File: src/design/assert_macros.svh
// Assertion macros shared by the framer modules.
// Each macro expects clk_i and rst_ni in the scope where it is used.
`ifndef ASSERT_MACROS_SVH
`define ASSERT_MACROS_SVH

// Checked property, disabled while reset is asserted.
`define AUSF_ASSERT(label, prop, msg) \
  label: assert property (@(posedge clk_i) disable iff (!rst_ni) (prop)) else $error(msg);

// Checked property that also holds during reset.
`define AUSF_ASSERT_ALWAYS(label, prop, msg) \
  label: assert property (@(posedge clk_i) (prop)) else $error(msg);

`endif

File: src/design/ausf_pkg.sv
// Package for the terminal sequence framer: parse modes, byte codes,
// result record and the UTF-8 lead byte decode. No dependencies.
package ausf_pkg;

  typedef enum logic [2:0] {
    MODE_ASCII = 3'd0,
    MODE_UTF8  = 3'd1,
    MODE_ESC   = 3'd2,
    MODE_CSI   = 3'd3,
    MODE_SS    = 3'd4
  } mode_e;

  localparam logic [7:0] ESC_BYTE        = 8'o033;
  localparam logic [7:0] CONT_LOW        = 8'o200;
  localparam logic [7:0] LEAD_LOW        = 8'o300;
  localparam logic [7:0] INTERMED_LOW    = 8'h20;
  localparam logic [7:0] INTERMED_HIGH   = 8'h2F;
  localparam logic [7:0] CSI_INTRO       = 8'h5B;  // '['
  localparam logic [7:0] SS2_INTRO       = 8'h4E;  // 'N'
  localparam logic [7:0] SS3_INTRO       = 8'h4F;  // 'O'
  localparam logic [7:0] CSI_PARAM_LOW   = 8'h30;  // '0'
  localparam logic [7:0] CSI_PARAM_HIGH  = 8'h3F;  // '?'
  localparam logic [7:0] BUF_SIZE_RESET  = 8'd32;

  typedef struct packed {
    logic [7:0] out_byte;
    logic       seq_end;
    logic [7:0] seq_len;
    logic       overflow;
  } result_t;

  // Bytes that follow a UTF-8 lead byte in the range 0xC0..0xFF.
  function automatic logic [2:0] utf8_followers(input logic [7:0] lead);
    logic [2:0] n;
    if (lead < 8'hE0) begin
      n = 3'd1;
    end else if (lead < 8'hF0) begin
      n = 3'd2;
    end else if (lead < 8'hF8) begin
      n = 3'd3;
    end else if (lead < 8'hFC) begin
      n = 3'd4;
    end else begin
      n = 3'd5;
    end
    return n;
  endfunction

endpackage

File: src/design/ausf_byte_if.sv
// Input channel carrying one raw terminal byte per beat.
// Depends on nothing.
interface ausf_byte_if;
  logic       valid;
  logic       ready;
  logic [7:0] in_byte;

  modport source (output valid, output in_byte, input ready);
  modport sink (input valid, input in_byte, output ready);
endinterface

File: src/design/ausf_cfg_if.sv
// Configuration write channel carrying the buffer_size register value.
// Depends on nothing.
interface ausf_cfg_if;
  logic       valid;
  logic       ready;
  logic [7:0] buffer_size;

  modport source (output valid, output buffer_size, input ready);
  modport sink (input valid, input buffer_size, output ready);
endinterface

File: src/design/ausf_res_if.sv
// Result channel: echoed byte, sequence end, length and overflow per beat.
// Depends on nothing.
interface ausf_res_if;
  logic       valid;
  logic       ready;
  logic [7:0] out_byte;
  logic       seq_end;
  logic [7:0] seq_len;
  logic       overflow;

  modport source (output valid, output out_byte, output seq_end, output seq_len,
                  output overflow, input ready);
  modport sink (input valid, input out_byte, input seq_end, input seq_len,
                input overflow, output ready);
endinterface

File: src/design/ausf_parser.sv
// Per-byte sequence parser: holds mode, UTF-8 count, length and buffer size.
// Depends on ausf_pkg and assert_macros.svh.
`include "assert_macros.svh"

module ausf_parser (
  input  logic              clk_i,
  input  logic              rst_ni,
  input  logic              cfg_we_i,
  input  logic [7:0]        cfg_size_i,
  input  logic              acc_i,
  input  logic [7:0]        byte_i,
  output ausf_pkg::result_t res_o
);
  import ausf_pkg::*;

  mode_e      mode_q, mode_d;
  logic [2:0] rem_q, rem_d;
  logic [7:0] count_q, count_d;
  logic [7:0] size_q;
  logic [7:0] len;
  logic       done;
  logic       ovf;
  mode_e      mode_step;
  logic [2:0] rem_step;

  assign len = count_q + 8'd1;

  always_comb begin
    done      = 1'b0;
    mode_step = mode_q;
    rem_step  = rem_q;
    unique case (mode_q)
      MODE_UTF8: begin
        rem_step = rem_q - 3'd1;
        done     = (rem_step == 3'd0);
      end
      MODE_ESC: begin
        if (byte_i == CSI_INTRO) begin
          mode_step = MODE_CSI;
        end else if (byte_i == SS2_INTRO || byte_i == SS3_INTRO) begin
          mode_step = MODE_SS;
        end else if (!(byte_i >= INTERMED_LOW && byte_i <= INTERMED_HIGH)) begin
          done = 1'b1;
        end
      end
      MODE_CSI: begin
        done = !(byte_i >= CSI_PARAM_LOW && byte_i <= CSI_PARAM_HIGH);
      end
      MODE_SS: begin
        done = 1'b1;
      end
      default: begin
        // Plain mode; unused codes behave the same way.
        if (byte_i < CONT_LOW) begin
          if (byte_i == ESC_BYTE) begin
            mode_step = MODE_ESC;
          end else begin
            done = 1'b1;
          end
        end else if (byte_i >= LEAD_LOW) begin
          mode_step = MODE_UTF8;
          rem_step  = utf8_followers(byte_i);
        end
      end
    endcase

    ovf = !done && (({1'b0, len} + 9'd2) >= {1'b0, size_q});

    if (done || ovf) begin
      mode_d  = MODE_ASCII;
      rem_d   = 3'd0;
      count_d = 8'd0;
    end else begin
      mode_d  = mode_step;
      rem_d   = rem_step;
      count_d = len;
    end

    res_o.out_byte = byte_i;
    res_o.seq_end  = done;
    res_o.seq_len  = len;
    res_o.overflow = ovf;
  end

  always_ff @(posedge clk_i or negedge rst_ni) begin
    if (!rst_ni) begin
      mode_q  <= MODE_ASCII;
      rem_q   <= 3'd0;
      count_q <= 8'd0;
      size_q  <= BUF_SIZE_RESET;
    end else begin
      if (acc_i) begin
        mode_q  <= mode_d;
        rem_q   <= rem_d;
        count_q <= count_d;
      end
      if (cfg_we_i) begin
        size_q <= cfg_size_i;
      end
    end
  end

  `AUSF_ASSERT_ALWAYS(a_rem_only_utf8, (mode_q != MODE_UTF8) |-> (rem_q == 3'd0), "utf8 count outside utf8 mode")
  `AUSF_ASSERT(a_end_excl_ovf, acc_i |-> !(res_o.seq_end && res_o.overflow), "end and overflow together")
  `AUSF_ASSERT(a_restart, (acc_i && (res_o.seq_end || res_o.overflow)) |=> (count_q == 8'd0 && mode_q == MODE_ASCII), "parser did not restart")

endmodule

File: src/design/ausf_out_buf.sv
// Two-entry result buffer: output register plus skid register.
// Depends on ausf_pkg and assert_macros.svh.
`include "assert_macros.svh"

module ausf_out_buf (
  input  logic              clk_i,
  input  logic              rst_ni,
  input  logic              push_i,
  input  ausf_pkg::result_t data_i,
  output logic              ready_o,
  output logic              valid_o,
  input  logic              pop_ready_i,
  output ausf_pkg::result_t data_o
);
  import ausf_pkg::*;

  logic    out_valid_q;
  logic    skid_valid_q;
  result_t out_q;
  result_t skid_q;
  logic    pop;

  assign ready_o = !skid_valid_q;
  assign valid_o = out_valid_q;
  assign data_o  = out_q;
  assign pop     = out_valid_q && pop_ready_i;

  always_ff @(posedge clk_i or negedge rst_ni) begin
    if (!rst_ni) begin
      out_valid_q  <= 1'b0;
      skid_valid_q <= 1'b0;
    end else if (skid_valid_q) begin
      if (pop) begin
        skid_valid_q <= 1'b0;
      end
    end else if (!out_valid_q || pop) begin
      out_valid_q <= push_i;
    end else if (push_i) begin
      skid_valid_q <= 1'b1;
    end
  end

  always_ff @(posedge clk_i) begin
    if (skid_valid_q) begin
      if (pop) begin
        out_q <= skid_q;
      end
    end else if (!out_valid_q || pop) begin
      if (push_i) begin
        out_q <= data_i;
      end
    end else if (push_i) begin
      skid_q <= data_i;
    end
  end

  `AUSF_ASSERT_ALWAYS(a_skid_implies_out, skid_valid_q |-> out_valid_q, "skid holds a beat ahead of output")
  `AUSF_ASSERT(a_no_push_when_full, skid_valid_q |-> !push_i, "beat pushed into full buffer")

endmodule

File: src/design/ansi_utf8_sequence_framer_top.sv
// Top level of the terminal keystroke sequence framer.
// Depends on ausf_pkg, the three channel interfaces, ausf_parser and ausf_out_buf.

// The framer takes one raw terminal byte per input beat and returns one
// result beat for every byte: the byte itself, whether it ends a keystroke
// sequence (plain ASCII, UTF-8 character, ESC, CSI or SS2/SS3 sequence),
// the sequence length so far including this byte, and an overflow flag
// raised when the length reaches buffer_size minus two without an end.
// After an end or an overflow the parser starts over in plain mode.
// Throughput is one byte per clock cycle while the buffer has room: the
// parser updates mode, UTF-8 follower count and length combinationally
// at the input handshake, and the result is registered in the output
// buffer when the byte is accepted. An output register backed by a skid
// register lets the input keep flowing while one result waits; input
// ready drops only when two results are waiting. buffer_size resets to
// 32 and is written through the configuration channel, which is always
// ready; write it only while no sequence is being parsed.

module ansi_utf8_sequence_framer_top (
  input  logic clk_i,
  input  logic rst_ni,
  ausf_cfg_if.sink   cfg_i,
  ausf_byte_if.sink  in_i,
  ausf_res_if.source out_o
);
  import ausf_pkg::*;

  logic    in_acc;
  logic    buf_ready;
  result_t parse_res;
  result_t out_res;

  // Configuration writes are taken in any cycle.
  assign cfg_i.ready = 1'b1;

  assign in_i.ready = buf_ready;
  assign in_acc     = in_i.valid && buf_ready;

  // State update and the result for the accepted byte.
  ausf_parser u_parser (
    .clk_i      (clk_i),
    .rst_ni     (rst_ni),
    .cfg_we_i   (cfg_i.valid),
    .cfg_size_i (cfg_i.buffer_size),
    .acc_i      (in_acc),
    .byte_i     (in_i.in_byte),
    .res_o      (parse_res)
  );

  // Results are registered here so the output side can stall freely.
  ausf_out_buf u_out_buf (
    .clk_i       (clk_i),
    .rst_ni      (rst_ni),
    .push_i      (in_acc),
    .data_i      (parse_res),
    .ready_o     (buf_ready),
    .valid_o     (out_o.valid),
    .pop_ready_i (out_o.ready),
    .data_o      (out_res)
  );

  assign out_o.out_byte = out_res.out_byte;
  assign out_o.seq_end  = out_res.seq_end;
  assign out_o.seq_len  = out_res.seq_len;
  assign out_o.overflow = out_res.overflow;

endmodule
File: src/flat_wrapper.sv
// flat-port wrapper written by rule: the top's interface ports become plain ports
module ansi_utf8_sequence_framer_top_flat import ausf_pkg::*;
  (clk_i, rst_ni, cfg_i_valid, cfg_i_buffer_size, cfg_i_ready, in_i_valid, in_i_in_byte, in_i_ready, out_o_valid, out_o_out_byte, out_o_seq_end, out_o_seq_len, out_o_overflow, out_o_ready);
  ausf_cfg_if cfg_i_i ();
  ausf_byte_if in_i_i ();
  ausf_res_if out_o_i ();
  input  logic clk_i;
  input  logic rst_ni;
  input wire logic [$bits(cfg_i_i.valid)-1:0] cfg_i_valid;
  input wire logic [$bits(cfg_i_i.buffer_size)-1:0] cfg_i_buffer_size;
  output wire logic [$bits(cfg_i_i.ready)-1:0] cfg_i_ready;
  input wire logic [$bits(in_i_i.valid)-1:0] in_i_valid;
  input wire logic [$bits(in_i_i.in_byte)-1:0] in_i_in_byte;
  output wire logic [$bits(in_i_i.ready)-1:0] in_i_ready;
  output wire logic [$bits(out_o_i.valid)-1:0] out_o_valid;
  output wire logic [$bits(out_o_i.out_byte)-1:0] out_o_out_byte;
  output wire logic [$bits(out_o_i.seq_end)-1:0] out_o_seq_end;
  output wire logic [$bits(out_o_i.seq_len)-1:0] out_o_seq_len;
  output wire logic [$bits(out_o_i.overflow)-1:0] out_o_overflow;
  input wire logic [$bits(out_o_i.ready)-1:0] out_o_ready;
  assign cfg_i_i.valid = cfg_i_valid;
  assign cfg_i_i.buffer_size = cfg_i_buffer_size;
  assign cfg_i_ready = cfg_i_i.ready;
  assign in_i_i.valid = in_i_valid;
  assign in_i_i.in_byte = in_i_in_byte;
  assign in_i_ready = in_i_i.ready;
  assign out_o_valid = out_o_i.valid;
  assign out_o_out_byte = out_o_i.out_byte;
  assign out_o_seq_end = out_o_i.seq_end;
  assign out_o_seq_len = out_o_i.seq_len;
  assign out_o_overflow = out_o_i.overflow;
  assign out_o_i.ready = out_o_ready;
  ansi_utf8_sequence_framer_top u_core (.clk_i(clk_i), .rst_ni(rst_ni), .cfg_i(cfg_i_i), .in_i(in_i_i), .out_o(out_o_i));
endmodule
File: config.mk
export PLATFORM = sky130hd
export DESIGN_NAME = ansi_utf8_sequence_framer_top_flat
export DESIGN_NICKNAME = d
export VERILOG_FILES = /design/src/design/ausf_pkg.sv /design/src/design/ausf_byte_if.sv /design/src/design/ausf_cfg_if.sv /design/src/design/ausf_res_if.sv /design/src/design/ausf_parser.sv /design/src/design/ausf_out_buf.sv /design/src/design/ansi_utf8_sequence_framer_top.sv /design/src/flat_wrapper.sv
export VERILOG_INCLUDE_DIRS = /design/src /design/src/design
export SDC_FILE = /design/constraint.sdc
export NUM_CORES = 1
export LEC_CHECK = 0
export BUFFER_PORTS_ARGS = -buffer_cell sky130_fd_sc_hd__buf_2
export CORE_UTILIZATION = 40
export CTS_CLUSTER_DIAMETER = 100
export DETAILED_ROUTE_END_ITERATION = 16
export PLACE_DENSITY = 0.62
export SLEW_MARGIN = 25
export SYNTH_ARGS = -nofsm -noshare
export SYNTH_HDL_FRONTEND = slang
export SYNTH_HIERARCHICAL = 1
export SYNTH_SLANG_ARGS = --single-unit
File: constraint.sdc
create_clock -name clk_i -period 4.43 [get_ports clk_i]
set_input_delay 0.886 -clock clk_i [delete_from_list [all_inputs] [get_ports clk_i]]
set_output_delay 0.886 -clock clk_i [all_outputs]
set_load 0.1 [all_outputs]
# Yosys cells after proc, flatten, opt, wreduce, memory -nomap -nowiden
# Cells that the tools add are included.
[totals]
out_inout_bits = 21
register_bits = 60
in_bits = 21
elab_cells = 98
[op_classes]
n_reduce_logical = 24
add_sub_neg = 3
eq_ne = 14
n_bitwise = 2
mux = 30
magnitude_cmp = 11
[op_table]
columns = ["cell", "n"]
rows = [
  ["two-way mux 18 bit", 4],
  ["less-than comparator 8 bit, second input constant", 5],
  ["two-way mux 3 bit", 12],
  ["equality test 8 x 7 -> 1 bit, second input constant", 3],
  [">= comparator 8 x 6 -> 1 bit, second input constant", 2],
  ["less-or-equal comparator 8 x 6 -> 1 bit, second input constant", 2],
  ["case mux 3 bit (2 select lines)", 2],
  ["two-way mux 1 bit", 10],
  ["adder 8 x 2 -> 9 bit, second input constant", 1],
  [">= comparator 9 x 8 -> 1 bit", 1],
  ["adder 8 x 1 -> 8 bit, second input constant", 1],
  ["equality test 8 x 5 -> 1 bit, second input constant", 1],
  [">= comparator 8 bit, second input constant", 1],
  ["two-way mux 8 bit", 1],
  ["equality test 3 x 2 -> 1 bit, second input constant", 2],
  ["inequality test 2 x 1 -> 1 bit, second input constant", 3],
  ["AND reduction 3 bit", 2],
  ["OR reduction 3 bit", 2],
  ["logical AND 1 bit", 5],
  ["AND reduction 5 bit", 1],
  ["zero test 1 bit", 4],
  ["inequality test 4 x 1 -> 1 bit, second input constant", 1],
  ["inequality test 4 bit, second input constant", 1],
  ["case mux 1 bit (4 select lines)", 1],
  ["other kinds (12)", 16],
]

# Depth between registers and ports, before layout
# Gate-level depths: netlist of run 1.
[depth]
word_depth = 11
depth_mapped = 17
ltp_nobuf = 15

# Modules after synthesis
# Netlist of run 1, hierarchy kept.
[by_module_without_submodules]
columns = ["mod", "seq_area_each_um2", "area_each_um2", "cells_each", "n_inst"]
rows = [
  ["ausf_parser", 551.8, 1973.1, 234, 1],
  ["ausf_out_buf", 1131.1, 1491.4, 68, 1],
  ["ansi_utf8_sequence_framer_top", 0.0, 17.5, 3, 1],
]

# Least setup slack after synthesis of run 1
# OpenSTA, ideal clock, no wires.
[synth_path]
kind = "register to register"
from = "register u_core.u_parser.count_q[0]"
to = "register u_core.u_out_buf.out_q (netlist bit u_core/u_out_buf/data_o[0]), data pin"
path_buffers = 2
setup_ns = 0.260
stages_incl_launch_ff = 16
required_time_ns = 4.170
synth_period_minus_slack_ns = 3.372
path_slack_ns = 1.058
t_arrival_ns = 3.111
path_cell_list = "dfrtp_1 > ha_1 > buf_2 > nand3_1 > nor2_1 > xnor2_1 > inv_1 > xnor2_1 > ha_1 > a211oi_1 > o211ai_1 > o221ai_1 > o311ai_4 > and2b_1 > buf_4 > mux2_4"
[synth_lines]
columns = ["item", "line_no", "text"]
rows = [
  ["start, declared", "ausf_parser.sv:18", "logic [7:0] count_q, count_d;"],
  ["start signal, assigned", "ausf_parser.sv:95", "count_q <= count_d;"],
  ["end signal, assigned", "ausf_out_buf.sv:46", "out_q <= skid_q;"],
  ["end signal, assigned", "ausf_out_buf.sv:50", "out_q <= data_i;"],
  ["end, declared", "ausf_out_buf.sv:19", "result_t out_q;"],
]

==> results of run 1 <==
-- cell families after synthesis --
| logic type | after synthesis |
|---|---|
| and+or+nand+nor | 85 |
| AOI/OAI and AO/OA | 63 |
| DFF | 60 |
| buffers and inverters | 53 |
| muxes | 19 |
| adders and majority gates | 12 |
| xor gates and xnor gates | 12 |
| other | 1 |
-- how the worst min path moves through the flow --
stage	startpoint	end	slack [ns]	depth (start not counted)
floorplan	u_core/u_parser/rem_q[1]	u_core/u_parser/rem_q[1]	0.46	1
global placement	u_core/u_parser/rem_q[1]	u_core/u_parser/rem_q[1]	0.48	1
detailed placement	u_core/u_parser/rem_q[1]	u_core/u_parser/rem_q[1]	0.49	1
CTS	u_core/u_parser/rem_q[1]	u_core/u_parser/rem_q[1]	0.50	1
global route	u_core/u_parser/rem_q[1]	u_core/u_parser/rem_q[1]	0.54	1
finish	u_core/u_parser/rem_q[1]	u_core/u_parser/rem_q[1]	0.50	1
-- Yosys cell counts, types with 2 or more instances --
cell type	n
nor2_1	14
and2_1	3
edfxtp_1	36
nor3_1	4
o22ai_2	5
ha_1	12
buf_6	4
dfrtp_1	23
mux2_2	4
nand4_1	3
nand2_1	28
o2bb2ai_1	5
nand3_1	8
nand4b_1	2
mux2_4	15
o22ai_1	3
clkbuf_1	8
o21ai_1	2
o21ai_0	15
a31o_2	2
xnor2_1	10
buf_4	12
nand3b_1	5
a21oi_1	11
o21a_1	3
xor2_1	2
buf_2	4
inv_1	23
o31ai_1	3
nand2b_1	5
-- flip-flops by register name (all words and copies together) (netlist names) --
register / count
u_core/u_out_buf/data_o: 18
u_core/u_out_buf/skid_valid_q: 1
u_core/u_parser/size_q: 8
u_core/u_parser/rem_q: 3
u_core/u_parser/mode_q: 3
u_core/u_parser/count_q: 8
u_core/u_out_buf/skid_q: 18
u_core/u_out_buf/valid_o: 1
-- layout make-up --
type	count	area, µm²
fillers	771	4460
flip-flops and latches	60	1680
multi-input cells	192	1510
repair buffers	41	208
clock inverters	7	138
well taps	105	131
clock buffers	9	124
inverters	24	90.1
-- power groups by stage --
stage | logic, mW | registers (mW) | clock network [mW]
2_1_floorplan | 0.620 | 1.38 | 0
3_3_place_gp | 1.29 | 0.850 | 0
3_5_place_dp | 1.30 | 0.857 | 0
4_1_cts | 1.30 | 0.846 | 0.676
5_1_grt | 1.38 | 0.869 | 0.696
6_report | 1.29 | 0.844 | 0.665
-- worst reg2reg max path: stages, from the launching register on --
cell	delay, ns
dfrtp_1	0.48
ha_1	0.45
nand3_1	0.19
nor2_1	0.17
xnor2_1	0.20
inv_1	0.19
xnor2_1	0.17
ha_1	0.32
a211oi_1	0.23
o211ai_1	0.12
o221ai_1	0.25
o311ai_4	0.20
and2b_1	0.21
mux2_4	0.26
-- metrics by stage --
step / cell area (µm²) / power (mW)
2_1_floorplan: 3480 / 2.00
3_3_place_gp: 3620 / 2.14
3_5_place_dp: 3620 / 2.16
4_1_cts: 3880 / 2.82
5_1_grt: 3880 / 2.95
6_report: 3880 / 2.80
-- layer usage --
layer / global-route usage, % / vias to the layer above
met4: 5.30 / 0
met1: 22.3 / 1094
li1: - / 1133
met2: 23.2 / 46
met5: 0 / -
met3: 5.10 / 6
==> results.yml, run 1 <==
logic_synthesis:
  syn-instance-count: 305
  ys_warn_count: 6
  synth_top_family_by_area: "compound AO/OA/AOI/OAI gates"
  yosys.area.top_type: "edfxtp_1"
  postSynthAreaPerCell_um2: 11.4
  synth_fa_ha_area_share_pct: 4.31
  synth_edf_count: 36
  synthSimpleGateAreaFrac_pct: 13.5
  ys_types: 61
  syn_area_um2: 3480
  synth_async_sr_flop_share_pct: 40.0
  synth_compound_area_share_pct: 14.5
  syn_nets: 338
  yosysSeqAreaShare_pct: 48.3
  synth_xor_area_share_pct: 3.02
  synth.area.mux_share_pct: 7.76
  synthTopCellsByArea: "edfxtp_1 (31%), dfrtp_1 (17%), mux2_4 (6.5%)"
  ys.flop_type: "edfxtp_1"
  synth_top_area_share_pct: 31.0
  synth_seq_cells: 60
detailed_routing:
  drc: 0
  routed_wl_mm: 6.46
  vias: 2279
  drtIter0Drc: 157
  wire_per_inst_um: 14.7
  dr_wl_met2_mm: 2.89
  ant_nets: 0
  met1Wirelength_mm: 3.19
  routed.top_layer: "met4"
  first_pass_iters: 4
  viasPerCell: 5.20
  wl_met3_um: 279
placement:
  placed_cells: 422
  post-dp-hpwl_mm: 4.52
  gp_congestion: 0.895
  place_worst_setup_slack_ns: 0.753
  portBuffers: 40
die:
  coreArea_um2: 8340
  chipWidth_um: 95.3
  rows: 33
  die_h_um: 95.3
  initial_core_util_pct: 41.7
  die_area_um2: 9080
  io_pins: 42
clock_tree:
  numCtsBuffers: 9
  htreeDepth: 3
  clkLatencyLatePin_ns: 0.35
  postCtsSetupBuffers: 0
  cts_tree: "done"
  cts.clk_slew.worst_paths_ns: 0.07
  cts.root.buffer_cell: "clkbuf_8"
  cts_sinks: 60
  cts_hold_buf: 0
  cts_resized: 0
  clockBufferDepth: 2
run_status:
  status: "finished clean"
layout:
  layout_commonest_cell: "buf_2"
  final_cell_mix: "buf_2 (40), edfxtp_1 (36), nand2_1 (28)"
  fin_cells: 438
  antennaDiodeCount: 0
  fin_nets: 361
  syn2layout_area_growth_pct: 11.4
  post-route-util_pct: 46.5
  drive_above_1_share_pct: 28.5
global_route:
  grt_pass1_wl_mm: 10.7
  grt_max_degree: 30
  antenna_found_initial: 0
  grt_pass1_vias: 2153
  grt_overflow_total: 0
  groute.usage.overall_pct: 15.9
critical_path:
  rr_endpoint: "u_core/u_out_buf/data_o[0]"
  critPathCaptureType: "register"
  worst-setup-path-type: "reg2reg"
  cp.depth: 13
  r2r_setup_slack_ns: 0.72
  cp_top_family: "compound AO/OA/AOI/OAI gates"
  cp_max_fo: 12
  rr_worst_depth: 13
  worst_path_max_delay_cell: "dfrtp_1"
  path_buf_inv: 1
  cp_cell_sequence: "ha_1, nand3_1, nor2_1, xnor2_1, inv_1, xnor2_1, ha_1, a211oi_1, o211ai_1, o221ai_1, o311ai_4, and2b_1, mux2_4"
  crit_arrival_ns: 3.81
  timing.rr.start: "u_core/u_parser/count_q[0]"
  cp-start-kind: "register"
  max_stage_delay_ns: 0.48
  startpoint: "u_core/u_parser/count_q[0]"
  crit_required_ns: 4.53
  worstSetupEndpoint: "u_core/u_out_buf/data_o[0]"
min_path:
  hold_path.class: "reg2reg"
power_and_ir_drop:
  clock_power_share_pct: 23.7
  combPwrFrac_pct: 46.2
  internal-power_mw: 1.53
  p_per_area_nw_per_um2: 723
  max-vdd-ir-drop_mv: 0.225
  power.switching_mw: 1.28
  p_seq_share_pct: 30.1
  p_leak_nw: 1.59
  p_sw_share_pct: 45.5
timing:
  setup_slack_ns: 0.721
  tns_ns: 0
  worst_clock_skew_ns: 0.00842
  fin_crit_sh_pct: 83.7
  finalCriticalPeriod_ns: 3.71
  relSlewSlack_pct: 45.4
  timing.final.hold_violations: 0
  clock.fmax_ghz: 0.270
  hold_ws_ns: 0.496
  rsz0062_at_grt: "false"
  timing_max_transition_violations_final: 0
  worst_pin_slew_ns: 0.820
  setup_violations: 0
run:
  maxCapViolCount: 0
Power figures use the tool's default switching activity.
==> run 2, diff against run 1 <==
--- a/config.mk
+++ b/config.mk
@@ -10,7 +10,7 @@
 export CORE_UTILIZATION = 40
 export CTS_CLUSTER_DIAMETER = 100
 export DETAILED_ROUTE_END_ITERATION = 16
-export PLACE_DENSITY = 0.62
+export PLACE_DENSITY = 0.65
 export SLEW_MARGIN = 25
 export SYNTH_ARGS = -nofsm -noshare
 export SYNTH_HDL_FRONTEND = slang
==> constraint.sdc (replaced) <==
create_clock -name clk_i -period 3.2 [get_ports clk_i]
set_input_delay 0.64 -clock clk_i [delete_from_list [all_inputs] [get_ports clk_i]]
set_output_delay 0.64 -clock clk_i [all_outputs]
set_load 0.1 [all_outputs]
==> run 2 against run 1 <==
  * Non-clock buffer count is 17 higher
  * Via count is 6.9% higher
  * Die area stayed put
  * Register-to-register slack worse by 0.66 ns
  * Design area is 6.2% higher
  * Count of clock-buffer cells in the layout stayed put
  * Global-route usage is 0.20 points higher
  * Power is 41% higher
  * Clock skew is 0.00088 ns lower
  * Worst setup slack worse by 0.66 ns
  * Largest power group unchanged
  * Highest routed layer unchanged
==> results.yml, run 2 (synthesized netlist as in run 1, its figures left out) <==
timing:
  timing.final.hold_violations: 0
  finalCriticalPeriod_ns: 3.14
  relSlewSlack_pct: 49.2
  worst_clock_skew_ns: 0.00754
  rsz0062_at_grt: "true"
  setup_slack_ns: 0.0597
  timing_max_transition_violations_final: 0
  clock.fmax_ghz: 0.318
  worst_pin_slew_ns: 0.762
  setup_violations: 0
  fin_crit_sh_pct: 98.1
placement:
  post-dp-hpwl_mm: 4.75
  dpl_cell_area_um2: 3750
  portBuffers: 40
  gp_congestion: 0.849
  place_worst_setup_slack_ns: -0.179
detailed_routing:
  first_pass_iters: 4
  ant_nets: 0
  routed_wl_mm: 6.80
  viasPerCell: 5.34
  drtIter0Drc: 188
  vias: 2436
  drc: 0
  wire_per_inst_um: 14.9
critical_path:
  worst_path_max_delay_cell: "dfrtp_2"
  r2r_setup_slack_ns: 0.06
  cp_max_fo: 5
  timing.rr.start: "u_core/u_parser/count_q[0]"
  critPathCaptureType: "register"
  crit_required_ns: 3.29
  rr_worst_depth: 12
  cp_cell_sequence: "buf_6, and4_4, a32o_2, o32ai_4, xnor2_1, ha_1, a211oi_2, o211ai_1, o221ai_2, o311ai_4, and2b_1, mux2_4"
  worst-setup-path-type: "reg2reg"
  max_stage_delay_ns: 0.45
  rr_endpoint: "u_core/u_out_buf/data_o[0]"
  crit_arrival_ns: 3.23
  cp-start-kind: "register"
layout:
  design_area_um2: 4120
  fin_nets: 379
  final_cell_mix: "buf_2 (40), edfxtp_1 (36), nand2_1 (28)"
  layout_commonest_cell: "buf_2"
  syn2layout_area_growth_pct: 18.3
  post-route-util_pct: 49.4
  fillerInstances: 730
  antennaDiodeCount: 0
  drive_above_1_share_pct: 37.9
power_and_ir_drop:
  p_leak_nw: 1.69
  p_sw_share_pct: 46.0
  power.switching_mw: 1.82
  combPwrFrac_pct: 49.3
  max-vdd-ir-drop_mv: 0.439
  p_per_area_nw_per_um2: 961
  p_seq_share_pct: 30.0
  clock_power_share_pct: 20.7
  internal-power_mw: 2.14
die:
  die_area_um2: 9080
  die_h_um: 95.3
  rows: 33
  initial_core_util_pct: 41.7
  coreArea_um2: 8340
  chipWidth_um: 95.3
  io_pins: 42
min_path:
  hold_path.class: "in2async"
global_route:
  met1_usage_pct: 21.1
  antenna_found_initial: 0
  groute.usage.overall_pct: 16.2
  grt_overflow_total: 0
  busiest_layer: "met2"
  grt_use_met2_pct: 24.7
  grt_pass1_vias: 2307
  grt_max_degree: 28
  groute.layer.met3.usage_pct: 4.70
  grt_pass1_wl_mm: 11.0
clock_tree:
  cts_hold_buf: 0
  htreeDepth: 3
  cts.clk_slew.worst_paths_ns: 0.07
  numCtsBuffers: 9
  clockBufferDepth: 2
  clkLatencyLatePin_ns: 0.34
  cts_sinks: 60
  cts_tree: "done"
  cts.root.buffer_cell: "clkbuf_8"
run:
  maxCapViolCount: 0
run_status:
  status: "finished clean"
-- run 2: what timing repair did --
item	4_1_cts	5_1_grt
pin swaps	5	18
buffers inserted	2	0
resized for setup	7	15
setup endpoints to repair	15	15
cloned	1	0
-- run 2: worst max-delay path by stage --
stage                               startpoint                         end  cells after the start
floorplan           u_core/u_parser/count_q[0]  u_core/u_out_buf/data_o[0]                     15
global placement    u_core/u_parser/count_q[0]   u_core/u_parser/mode_q[0]                     13
detailed placement  u_core/u_parser/count_q[0]    u_core/u_parser/rem_q[2]                     14
CTS                 u_core/u_parser/count_q[0]  u_core/u_parser/count_q[0]                     13
global route        u_core/u_parser/count_q[0]  u_core/u_out_buf/data_o[0]                     13
finish              u_core/u_parser/count_q[0]  u_core/u_out_buf/data_o[0]                     12
-- run 2: per-layer routing --
| metal | share of wire, % | routed length, µm |
|---|---|---|
| met1 | 47 | 3230 |
| met2 | 47 | 3220 |
| met3 | 3.9 | 266 |
| met4 | 1.3 | 87 |
| met5 | 0 | 0 |
-- run 2: cell type report --
class / instances / area [µm²] / share of cell area [%]
repair buffers: 58 / 347 / 8.41
clock buffers: 9 / 124 / 3.01
inverters: 24 / 90.1 / 2.19
flip-flops and latches: 60 / 1680 / 40.9
clock inverters: 7 / 114 / 2.76
well taps: 105 / 131 / 3.19
multi-input cells: 193 / 1630 / 39.6
-- run 2: power by group through the flow --
stage / clock network, mW / logic (mW) / registers [mW]
global route: 0.877 / 2.06 / 1.22
detailed placement: 0 / 1.85 / 1.20
floorplan: 0 / 0.863 / 1.91
global placement: 0 / 1.83 / 1.18
CTS: 0.839 / 1.90 / 1.18
finish: 0.821 / 1.95 / 1.18
-- run 2: worst max-delay path: cells and delay by family (launching register included) --
family	cells	cell delay, ns
AO/OA/AOI/OAI	6	1.24
buffers and inverters	1	0.13
flip-flops	1	0.45
AND/OR/NAND/NOR	2	0.38
XOR/XNOR	1	0.11
multiplexers	1	0.26
adder cells (fa/ha/maj)	1	0.32
-- run 2: metrics by stage --
stage / hold slack, ns / power (mW) / cells / setup TNS, ns
CTS: 0.298 / 3.92 / 456 / 0
global route: 0.318 / 4.15 / 456 / -0.402
global placement: 0.476 / 3.01 / 437 / 0
floorplan: 0.344 / 2.77 / 305 / 0
detailed placement: 0.491 / 3.04 / 437 / -2.02
finish: 0.291 / 3.96 / 456 / 0
==> run 3, diff against run 2 <==
--- a/config.mk
+++ b/config.mk
@@ -8,6 +8,7 @@
 export LEC_CHECK = 0
 export BUFFER_PORTS_ARGS = -buffer_cell sky130_fd_sc_hd__buf_2
 export CORE_UTILIZATION = 40
+export CTS_BUF_LIST = sky130_fd_sc_hd__clkbuf_4
 export CTS_CLUSTER_DIAMETER = 100
 export DETAILED_ROUTE_END_ITERATION = 16
 export PLACE_DENSITY = 0.65
==> run 3 against run 2 <==
  * The run now ends with setup timing left
  * Combinational power about the same
  * Final cell count up 0.66%
  * Power down 2.5%
  * Worst setup slack worse by 0.13 ns
  * Count of clock-buffer cells in the layout unchanged
  * Hold slack worse by 0.077 ns
  * First-iteration DRC count up 25%
  * Critical path type unchanged
  * Critical endpoint unchanged
  * Largest cell class unchanged
==> results.yml, run 3 (synthesized netlist as in run 1, its figures left out) <==
run_status:
  status: "complete, but fails checks"
  violations: "setup timing"
layout:
  final-seq-area_um2: 1680
  fin_nets: 382
  antennaDiodeCount: 0
  post-route-util_pct: 49.1
  layout_commonest_cell: "buf_2"
  fillerInstances: 732
  multi_input_area_um2: 1640
  drive_above_1_share_pct: 39.0
  design_area_um2: 4100
  syn2layout_area_growth_pct: 17.6
  final_cell_mix: "buf_2 (40), edfxtp_1 (36), nand2_1 (28)"
power_and_ir_drop:
  clock_power_share_pct: 17.9
  p_seq_share_pct: 30.7
  combPwrFrac_pct: 51.4
  power.switching_mw: 1.83
  power.total_mw: 3.86
  p_leak_nw: 1.68
  p_sw_share_pct: 47.3
  p_per_area_nw_per_um2: 942
  internal-power_mw: 2.03
  max-vdd-ir-drop_mv: 0.420
global_route:
  busiest_layer: "met2"
  groute.layer.met3.usage_pct: 4.15
  grt_overflow_total: 0
  met1_usage_pct: 21.6
  grt_pass1_vias: 2312
  antenna_found_initial: 0
  grt_use_met2_pct: 24.2
  groute.usage.overall_pct: 16.0
  grt_pass1_wl_mm: 10.9
  grt_max_degree: 28
detailed_routing:
  wire_per_inst_um: 15.0
  ant_nets: 0
  viasPerCell: 5.33
  drc: 0
  first_pass_iters: 7
  routed_wl_mm: 6.88
  drtIter0Drc: 235
  vias: 2447
timing:
  clock.fmax_ghz: 0.306
  worst_clock_skew_ns: 0.0146
  finalCriticalPeriod_ns: 3.27
  rsz0062_at_grt: "true"
  timing_max_transition_violations_final: 0
  fin_crit_sh_pct: 102
  setup_slack_ns: -0.0712
  worst_pin_slew_ns: 0.767
  setup_violations: 10
  timing.final.hold_violations: 0
  relSlewSlack_pct: 48.8
critical_path:
  cp-start-kind: "register"
  crit_required_ns: 3.37
  rr_endpoint: "u_core/u_out_buf/data_o[0]"
  startpoint: "u_core/u_parser/count_q[1]"
  timing.rr.start: "u_core/u_parser/count_q[1]"
  rr_worst_depth: 12
  critPathCaptureType: "register"
  r2r_setup_slack_ns: -0.07
  worst-setup-path-type: "reg2reg"
  cp_max_fo: 5
  crit_arrival_ns: 3.44
die:
  chipWidth_um: 95.3
  coreArea_um2: 8340
  die_h_um: 95.3
  rows: 33
  initial_core_util_pct: 41.7
  die_area_um2: 9080
  io_pins: 42
clock_tree:
  cts.clk_slew.worst_paths_ns: 0.11
  cts_tree: "done"
  htreeDepth: 3
  clkLatencyLatePin_ns: 0.41
  numCtsBuffers: 9
  clockBufferDepth: 2
  cts.root.buffer_cell: "clkbuf_4"
  cts_sinks: 60
placement:
  dpl_cell_area_um2: 3750
  portBuffers: 40
  gp_congestion: 0.849
  post-dp-hpwl_mm: 4.75
  place_worst_setup_slack_ns: -0.179
run:
  maxCapViolCount: 0
min_path:
  hold_path.class: "in2async"
==> run 3: cell count changes in the layout (fill, tap and decap cells not counted) <==
cell,previous run,this run
clkbuf_4,0,9
clkbuf_8,9,0
buf_4,15,18
o2bb2ai_1,1,0
o2bb2ai_2,4,5
o31ai_1,1,0
o31ai_2,0,1
==> run 3: metal layers <==
metal / wire length (µm) / vias up
met1: 3290 / 1194
li1: - / 1181
met4: 77 / 0
met5: 0 / -
met2: 3230 / 65
met3: 275 / 7
==> run 3: final cells by class <==
class	instances	share of cell area, %
flip-flops and latches	60	41.1
multi-input cells	193	40.0
repair buffers	61	9.01
well taps	105	3.21
clock inverters	7	2.78
inverters	24	2.20
clock buffers	9	1.65
==> run 3: worst max-delay path, stage by stage, from the launching register on <==
cell and delay (ns):
dfrtp_1 0.43, buf_6 0.14, and4_4 0.18, a32o_2 0.23
o32ai_4 0.33, xnor2_1 0.15, ha_1 0.36, a211oi_2 0.24
o211ai_1 0.13, o221ai_2 0.22, o311ai_4 0.16, and2b_1 0.20
mux2_4 0.26
==> run 3: how the worst max path moves through the flow <==
stage	depth (start not counted)	endpoint	slack, ns
5_1_grt	13	u_core/u_out_buf/data_o[0]	-0.19
3_3_place_gp	13	u_core/u_parser/mode_q[0]	0.02
2_1_floorplan	15	u_core/u_out_buf/data_o[0]	0.01
4_1_cts	14	u_core/u_parser/rem_q[2]	0.005
3_5_place_dp	14	u_core/u_parser/rem_q[2]	-0.18
6_report	12	u_core/u_out_buf/data_o[0]	-0.07
==> run 3: power groups by stage <==
stage / Sequential, mW / Clock (mW) / Combinational [mW]
floorplan: 1.91 / 0 / 0.863
finish: 1.18 / 0.690 / 1.98
detailed placement: 1.20 / 0 / 1.85
global route: 1.21 / 0.746 / 2.10
CTS: 1.18 / 0.702 / 1.90
global placement: 1.18 / 0 / 1.83
==> run 3: timing repair <==
item                       in CTS  in global routing
hold endpoints to repair        0                  0
cloned                          1                  0
pin swaps                       4                 19
setup endpoints to repair      15                 15
buffers inserted                1                  4
resized for setup               7                 17
hold buffers                    0                  0
==> run 3: stage by stage <==
stage | instances | hold slack, ns | TNS, ns
global placement | 437 | 0.476 | 0
global route | 459 | 0.224 | -2.13
detailed placement | 437 | 0.491 | -2.02
floorplan | 305 | 0.344 | 0
CTS | 455 | 0.206 | 0
finish | 459 | 0.214 | -0.249
